`config.mk`:
```
export PLATFORM = sky130hd
export DESIGN_NAME = utf8_stream_decoder_unit
export DESIGN_NICKNAME = d
export VERILOG_FILES = /design/src/rtl/usd_pkg.sv /design/src/rtl/usd_step_logic.sv /design/src/rtl/utf8_stream_decoder_unit.sv
export SDC_FILE = /design/constraint.sdc
export NUM_CORES = 1
export LEC_CHECK = 0
export ABC_CLOCK_PERIOD_IN_PS = 11640
export BUFFER_PORTS_ARGS = -buffer_cell sky130_fd_sc_hd__buf_4
export CAP_MARGIN = 20
export CORE_MARGIN = 4
export CORE_UTILIZATION = 65
export CTS_BUF_LIST = sky130_fd_sc_hd__clkbuf_2 sky130_fd_sc_hd__clkbuf_4 sky130_fd_sc_hd__clkbuf_8
export CTS_CLUSTER_DIAMETER = 30
export DETAILED_ROUTE_END_ITERATION = 8
export PLACE_DENSITY_LB_ADDON = 0.05
export RECOVER_POWER = 100
export SETUP_SLACK_MARGIN = 0.2
export SYNTH_ARGS = -nofsm -noshare
export SYNTH_HDL_FRONTEND = slang
export SYNTH_HIERARCHICAL = 1
export SYNTH_SLANG_ARGS = --single-unit
export TNS_END_PERCENT = 50
```
`constraint.sdc`:
```
create_clock -name clock -period 11.64 [get_ports clock]
set_input_delay 2.328 -clock clock [delete_from_list [all_inputs] [get_ports clock]]
set_output_delay 2.328 -clock clock [all_outputs]
set_load 0.05 [all_outputs]
```
`src/rtl/usd_pkg.sv`:
```
// Shared types and constants for the UTF-8 stream decoder.
package usd_pkg;

   localparam int CP_WIDTH  = 31;
   localparam int LEN_WIDTH = 3;
   localparam int REM_WIDTH = 3;

   // Byte classification masks.
   localparam logic [7:0] CONT_MASK    = 8'hC0;
   localparam logic [7:0] CONT_TAG     = 8'h80;
   localparam logic [7:0] PAYLOAD_MASK = 8'h3F;

   localparam logic [CP_WIDTH-1:0] MAX_CP_RESET = 31'h0010_FFFF;

   // Sequence lengths.
   localparam logic [LEN_WIDTH-1:0] LEN_1 = 3'd1;
   localparam logic [LEN_WIDTH-1:0] LEN_2 = 3'd2;
   localparam logic [LEN_WIDTH-1:0] LEN_3 = 3'd3;
   localparam logic [LEN_WIDTH-1:0] LEN_4 = 3'd4;
   localparam logic [LEN_WIDTH-1:0] LEN_5 = 3'd5;
   localparam logic [LEN_WIDTH-1:0] LEN_6 = 3'd6;

   typedef struct packed {
      logic [REM_WIDTH-1:0] remaining;
      logic [CP_WIDTH-1:0]  value;
      logic [LEN_WIDTH-1:0] length;
   } usd_state_type;

   typedef struct packed {
      logic                 accepted;
      logic                 done_res;
      logic [CP_WIDTH-1:0]  code_point;
      logic [LEN_WIDTH-1:0] seq_length;
      logic                 overlong;
      logic                 above_bound;
   } usd_result_type;

endpackage

```
`src/rtl/usd_step_logic.sv`:
```
// Combinational decode of one byte against the current decoder state.
module usd_step_logic (
   input  usd_pkg::usd_state_type  state_cur,
   input  logic                    restart,
   input  logic [7:0]              in_byte,
   input  logic [usd_pkg::CP_WIDTH-1:0] max_code_point,
   output usd_pkg::usd_state_type  state_nxt,
   output usd_pkg::usd_result_type result
);
   import usd_pkg::*;

   usd_state_type base;
   logic          ok;
   logic          done;
   logic          is_cont;
   logic          short_form;
   logic [5:0]    payload;

   assign is_cont = (in_byte & CONT_MASK) == CONT_TAG;
   assign payload = 6'(in_byte & PAYLOAD_MASK);

   always_comb begin
      base      = restart ? '0 : state_cur;
      state_nxt = base;
      ok        = 1'b0;
      done      = 1'b0;
      if (base.remaining != '0) begin
         if (is_cont) begin
            state_nxt.value     = {base.value[CP_WIDTH-7:0], payload};
            state_nxt.remaining = base.remaining - 3'd1;
            ok                  = 1'b1;
            done                = (base.remaining == 3'd1);
         end
      end else begin
         unique casez (in_byte)
            8'b0???????: begin
               state_nxt.value  = CP_WIDTH'(in_byte);
               state_nxt.length = LEN_1;
               ok               = 1'b1;
               done             = 1'b1;
            end
            8'b110?????: begin
               state_nxt.value     = CP_WIDTH'(in_byte[4:0]);
               state_nxt.length    = LEN_2;
               state_nxt.remaining = 3'd1;
               ok                  = 1'b1;
            end
            8'b1110????: begin
               state_nxt.value     = CP_WIDTH'(in_byte[3:0]);
               state_nxt.length    = LEN_3;
               state_nxt.remaining = 3'd2;
               ok                  = 1'b1;
            end
            8'b11110???: begin
               state_nxt.value     = CP_WIDTH'(in_byte[2:0]);
               state_nxt.length    = LEN_4;
               state_nxt.remaining = 3'd3;
               ok                  = 1'b1;
            end
            8'b111110??: begin
               state_nxt.value     = CP_WIDTH'(in_byte[1:0]);
               state_nxt.length    = LEN_5;
               state_nxt.remaining = 3'd4;
               ok                  = 1'b1;
            end
            8'b1111110?: begin
               state_nxt.value     = CP_WIDTH'(in_byte[0]);
               state_nxt.length    = LEN_6;
               state_nxt.remaining = 3'd5;
               ok                  = 1'b1;
            end
            default: begin
               // Stray continuation byte, 0xFE or 0xFF: state stays as it is.
               ok = 1'b0;
            end
         endcase
      end
   end

   // A value is overlong when its bits from the shorter form's limit upward are all zero.
   always_comb begin
      unique case (state_nxt.length)
         LEN_2:   short_form = state_nxt.value[CP_WIDTH-1:7]  == '0;
         LEN_3:   short_form = state_nxt.value[CP_WIDTH-1:11] == '0;
         LEN_4:   short_form = state_nxt.value[CP_WIDTH-1:16] == '0;
         LEN_5:   short_form = state_nxt.value[CP_WIDTH-1:21] == '0;
         LEN_6:   short_form = state_nxt.value[CP_WIDTH-1:26] == '0;
         default: short_form = 1'b0;
      endcase
   end

   assign result.accepted    = ok;
   assign result.done_res    = done;
   assign result.code_point  = state_nxt.value;
   assign result.seq_length  = state_nxt.length;
   assign result.overlong    = done && short_form;
   assign result.above_bound = done && (state_nxt.value > max_code_point);

endmodule

```
`src/rtl/utf8_stream_decoder_unit.sv`:
```
// Top level of the UTF-8 stream decoder: input register, decode step and result register.
//
//   Channel   Direction  Handshake                 Payload
//   req_      in         req_valid / req_stall     req_restart, req_in_byte
//   rsp_      out        rsp_valid / rsp_stall     accepted, done_res, code_point,
//                                                  seq_length, overlong, above_bound
//   csr_      in         csr_wr_en                 csr_wr_data (max_code_point)
//
// One beat is taken on req_ in every cycle as long as the result side keeps up.
// A taken beat first sits in the input register; the decode step writes the result
// register and the state once the result register can load, and the beat then
// shows on rsp_.
// Reset clears the valid flags and the decoder state, and loads the bound
// register with 0x10FFFF. When rsp_stall holds the result register, the input
// register still fills once, and req_stall rises only while both are full.
module utf8_stream_decoder_unit (
   input  logic                          clock,
   input  logic                          reset,
   input  logic                          req_valid,
   output logic                          req_stall,
   input  logic                          req_restart,
   input  logic [7:0]                    req_in_byte,
   output logic                          rsp_valid,
   input  logic                          rsp_stall,
   output logic                          rsp_accepted,
   output logic                          rsp_done_res,
   output logic [usd_pkg::CP_WIDTH-1:0]  rsp_code_point,
   output logic [usd_pkg::LEN_WIDTH-1:0] rsp_seq_length,
   output logic                          rsp_overlong,
   output logic                          rsp_above_bound,
   input  logic                          csr_wr_en,
   input  logic [usd_pkg::CP_WIDTH-1:0]  csr_wr_data
);
   import usd_pkg::*;

   // Bound register for the above_bound flag.
   logic [CP_WIDTH-1:0] max_cp_ff;

   // Input register.
   logic                in_valid_ff, in_valid_in;
   logic                in_restart_ff;
   logic [7:0]          in_byte_ff;

   // Decoder state, updated when a beat moves into the result register.
   usd_state_type       state_ff, state_in;

   // Result register.
   logic                out_valid_ff, out_valid_in;
   usd_result_type      out_ff, out_in;

   logic                out_ready;
   logic                advance;
   logic                take;

   // The result register can load when it is empty or being emptied this cycle.
   assign out_ready = !out_valid_ff || !rsp_stall;
   assign advance   = in_valid_ff && out_ready;
   assign req_stall = in_valid_ff && !out_ready;
   assign take      = req_valid && !req_stall;

   always_comb begin
      if (take) begin
         in_valid_in = 1'b1;
      end else if (advance) begin
         in_valid_in = 1'b0;
      end else begin
         in_valid_in = in_valid_ff;
      end
      out_valid_in = out_ready ? advance : out_valid_ff;
   end

   usd_step_logic u_step (
      .state_cur      (state_ff),
      .restart        (in_restart_ff),
      .in_byte        (in_byte_ff),
      .max_code_point (max_cp_ff),
      .state_nxt      (state_in),
      .result         (out_in)
   );

   always_ff @(posedge clock) begin
      if (reset) begin
         in_valid_ff  <= 1'b0;
         out_valid_ff <= 1'b0;
         state_ff     <= '0;
         max_cp_ff    <= MAX_CP_RESET;
      end else begin
         in_valid_ff  <= in_valid_in;
         out_valid_ff <= out_valid_in;
         if (advance) begin
            state_ff <= state_in;
         end
         if (csr_wr_en) begin
            max_cp_ff <= csr_wr_data;
         end
      end
   end

   // Payload registers carry no reset.
   always_ff @(posedge clock) begin
      if (take) begin
         in_restart_ff <= req_restart;
         in_byte_ff    <= req_in_byte;
      end
      if (advance) begin
         out_ff <= out_in;
      end
   end

   assign rsp_valid       = out_valid_ff;
   assign rsp_accepted    = out_ff.accepted;
   assign rsp_done_res    = out_ff.done_res;
   assign rsp_code_point  = out_ff.code_point;
   assign rsp_seq_length  = out_ff.seq_length;
   assign rsp_overlong    = out_ff.overlong;
   assign rsp_above_bound = out_ff.above_bound;

endmodule
```
==> impl_metrics.sql <==
INSERT INTO impl_metrics (metric_group, metric, value, unit) VALUES
('worst_hold_path', 'hold_path.startpoint', 'state_ff[36]$_SDFFE_PP0P_', ''),
('logic_synthesis', 'synth.top_cells.by_area', 'sky130_fd_sc_hd__edfxtp_1, sky130_fd_sc_hd__dfxtp_1, sky130_fd_sc_hd__mux2i_1, sky130_fd_sc_hd__nand2b_1, sky130_fd_sc_hd__ha_1', ''),
('logic_synthesis', 'ys_warn_count', '6', ''),
('global_routing', 'wire_length_of_the_first_global_routing_pass', '22.0', 'mm'),
('routing', 'routed_via_density', '5.61', ''),
('final_layout', 'diodes', '0', ''),
('power_and_ir_drop', 'ir_drop', '0.108', 'mV'),
('timing', 'slew_viol_final', '184', ''),
('logic_synthesis', 'syn_nets', '752', ''),
('worst_setup_path', 'crit_arrival', '6.32', 'ns'),
('global_routing', 'number_of_global_route_vias_before_repair', '4697', ''),
('placed_design', 'dp_hpwl', '9.13', 'mm'),
('worst_setup_path', 'critPathLaunchType', 'input port', ''),
('floorplan', 'initial_utilization', '66.3', '%'),
('logic_synthesis', 'yosys_register_bits', '117', ''),
('timing', 'slew_headroom', '-214', '%'),
('logic_synthesis', 'syn_area', '6450', 'µm²'),
('logic_synthesis', 'synth.avg_cell_area', '9.58', 'µm²'),
('timing', 'timing.final.crit_share', '53.2', '%'),
('final_layout', 'multiInputGateArea', '2990', 'µm²'),
('routing', 'routed_wl', '13.4', 'mm'),
('final_layout', 'layout-drive-gt1-share', '10.7', '%'),
('global_routing', 'grt_max_degree', '108', ''),
('power_and_ir_drop', 'cellLeakagePower', '0.00286', 'µW'),
('global_routing', 'gr-total-overflow', '0', ''),
('logic_synthesis', 'synth.yosys.seq_area_share', '43.6', '%'),
('logic_synthesis', 'synth_cell_type_count', '46', ''),
('timing', 'rsz_0062_raised_after_global_routing', 'no', ''),
('clocking', 'post_cts_setup_buffer_count', '0', ''),
('routing', 'post-route-drc-count', '0', ''),
('worst_setup_path', 'rrSetupSlack', '6.70', 'ns'),
('run', 'maxCapViolations', '2', ''),
('floorplan', 'num_rows', '36', ''),
('timing', 'max_freq', '162', 'MHz'),
('clocking', 'clk_path_buf_depth', '2', ''),
('routing', 'drt-wirelength-per-cell', '15.7', 'µm'),
('timing', 'setup_tns', '0', 'ns'),
('clocking', 'post_cts.resized_instances', '0', ''),
('clocking', 'holdBufCountCts', '0', ''),
('global_routing', 'grt_antenna_before_repair', '0', ''),
('worst_setup_path', 'criticalPathCategory', 'in2reg', ''),
('logic_synthesis', 'synth_largest_area_cell', 'sky130_fd_sc_hd__edfxtp_1', ''),
('placed_design', 'place_congestion', '0.867', ''),
('worst_setup_path', 'launch_instance_of_the_worst_register_to_register_path', 'in_restart_ff$_DFFE_PP_', ''),
('worst_setup_path', 'critical_path_peak_fanout', '75', ''),
('timing', 'final.setup_skew', '0.0104', 'ns'),
('logic_synthesis', 'synth_edf_count', '47', ''),
('timing', 'finalSetupViolations', '0', ''),
('power_and_ir_drop', 'p_per_area', '129', 'nW/µm²'),
('logic_synthesis', 'synth_top_cell_area_share', '21.9', '%'),
('status', 'failing_checks', 'capacitance limit, slew limit', ''),
('final_layout', 'area_growth', '8.27', '%'),
('floorplan', 'die_h', '108', 'µm'),
('logic_synthesis', 'yosys.cell_count.top_type', 'sky130_fd_sc_hd__nand2b_1', ''),
('final_layout', 'design.final.nets', '789', ''),
('clocking', 'clock-sinks', '117', ''),
('floorplan', 'pin_count', '85', ''),
('floorplan', 'die_area', '11600', 'µm²'),
('routing', 'drt_first_iter_violations', '267', ''),
('worst_setup_path', 'worst_ep_required_time', '11.77', 'ns'),
('status', 'run_status', 'finished with violations', ''),
('worst_hold_path', 'min_path_type', 'reg2reg', ''),
('clocking', 'numCtsBuffers', '17', ''),
('clocking', 'cts_tree', 'built', ''),
('worst_hold_path', 'min_delay_path_depth', '2', ''),
('logic_synthesis', 'synth_cells', '673', ''),
('final_layout', 'ff_latch_area', '2810', 'µm²'),
('routing', 'antenna_violating_nets_post_route', '0', ''),
('floorplan', 'coreArea', '9730', 'µm²'),
('floorplan', 'fp.dieW', '108', 'µm'),
('worst_hold_path', 'min_to', 'state_ff[36]$_SDFFE_PP0P_', '');
critical path: stages:
cell and delay [ns]:
sky130_fd_sc_hd__clkbuf_1 0.12, sky130_fd_sc_hd__a21boi_4 0.15, sky130_fd_sc_hd__clkbuf_1 3.30, sky130_fd_sc_hd__mux2i_1 0.39
report_power, final:
part / leakage (µW) / switching (µW) / total (µW) / internal [µW]
logic: 0.00164 / 68.9 / 115 / 46.0
clock network: 0.000193 / 152 / 331 / 179
registers: 0.00103 / 10.3 / 455 / 445
cells by family after synthesis:
| family | Yosys count | synth area share [%] |
|---|---|---|
| fa+ha+maj | 34 | 6.60 |
| simple gates | 231 | 18.7 |
| mux | 54 | 8.38 |
| flops | 117 | 43.6 |
| buf+inv | 114 | 9.94 |
| compound gates | 123 | 12.7 |
metrics by stage:
step                      cell area [µm²]  instances  hold WS (ns)  worst slack (ns)  utilization [%]
after global placement               6810        824         0.456              6.52             70.0
after global routing                 6980        856         0.498              5.09             71.7
after CTS                            7160        856         0.488              6.49             73.6
final                                6980        856         0.484              5.45             71.7
after floorplan                      6450        673         0.444              6.54                -
after detailed placement             6810        824         0.476              6.49             70.0
how the worst max path moves through the flow:
stage	from	endpoint	slack, ns	cells after the start
3_5_place_dp	rsp_stall	req_stall	6.49	4
2_1_floorplan	rsp_stall	req_stall	6.54	2
4_1_cts	rsp_stall	req_stall	6.49	4
6_report	rsp_stall	state_ff[33]$_SDFFE_PP0P_	5.45	4
3_3_place_gp	rsp_stall	req_stall	6.52	4
5_1_grt	rsp_stall	state_ff[22]$_SDFFE_PP0P_	5.09	4
layout make-up:
class                      count  share of cell area [%]
sequential                   117                    40.3
clock inverter                 6                   0.394
multi-input combinational    442                    42.8
clock buffer                  26                    4.68
tap                          133                    2.38
timing repair buffer          88                    7.04
inverter                      44                    2.37
state kept, by name (all words and copies together) (netlist names), 3 cells and up:
signal,cells
max_cp_ff,31
state_ff,37
in_byte_ff,8
rsp_code_point,31
rsp_seq_length,3
placed cells by master (no fill, tap or decap), types with 2 or more instances in the layout:
cell type and instances:
sky130_fd_sc_hd__nand2b_1 77, sky130_fd_sc_hd__dfxtp_1 70, sky130_fd_sc_hd__nand2_1 56, sky130_fd_sc_hd__mux2i_1 54
sky130_fd_sc_hd__edfxtp_1 47, sky130_fd_sc_hd__a21oi_1 46, sky130_fd_sc_hd__clkbuf_1 45, sky130_fd_sc_hd__inv_1 44
sky130_fd_sc_hd__nor2_1 36, sky130_fd_sc_hd__buf_4 34, sky130_fd_sc_hd__ha_1 34, sky130_fd_sc_hd__nor2b_1 24
sky130_fd_sc_hd__clkbuf_8 21, sky130_fd_sc_hd__a211o_1 17, sky130_fd_sc_hd__o21ai_0 16, sky130_fd_sc_hd__clkbuf_4 14
sky130_fd_sc_hd__nor3_1 12, sky130_fd_sc_hd__nand4_1 9, sky130_fd_sc_hd__a21o_1 9, sky130_fd_sc_hd__nand3_1 7
sky130_fd_sc_hd__a22o_1 5, sky130_fd_sc_hd__clkinv_2 4, sky130_fd_sc_hd__and3_1 4, sky130_fd_sc_hd__a211oi_1 4
sky130_fd_sc_hd__o211ai_1 3, sky130_fd_sc_hd__a32o_1 3, sky130_fd_sc_hd__clkinv_1 2, sky130_fd_sc_hd__o21a_1 2
sky130_fd_sc_hd__o22ai_1 2, sky130_fd_sc_hd__a22oi_1 2, sky130_fd_sc_hd__a31oi_1 2, sky130_fd_sc_hd__o41ai_1 2
sky130_fd_sc_hd__o221ai_1 2, sky130_fd_sc_hd__o31a_1 2
metal layers:
layer / wire length, µm / GRT usage, % / vias to the layer above / part of all wire (%)
li1: - / - / 2371 / -
met1: 5710 / 29.1 / 2281 / 42
met2: 6810 / 41.7 / 126 / 51
met3: 610 / 5.34 / 26 / 4.5
met4: 308 / 12.0 / 0 / 2.3
met5: 0 / 0 / - / 0
Note: power is estimated with default switching activity, not from simulation.
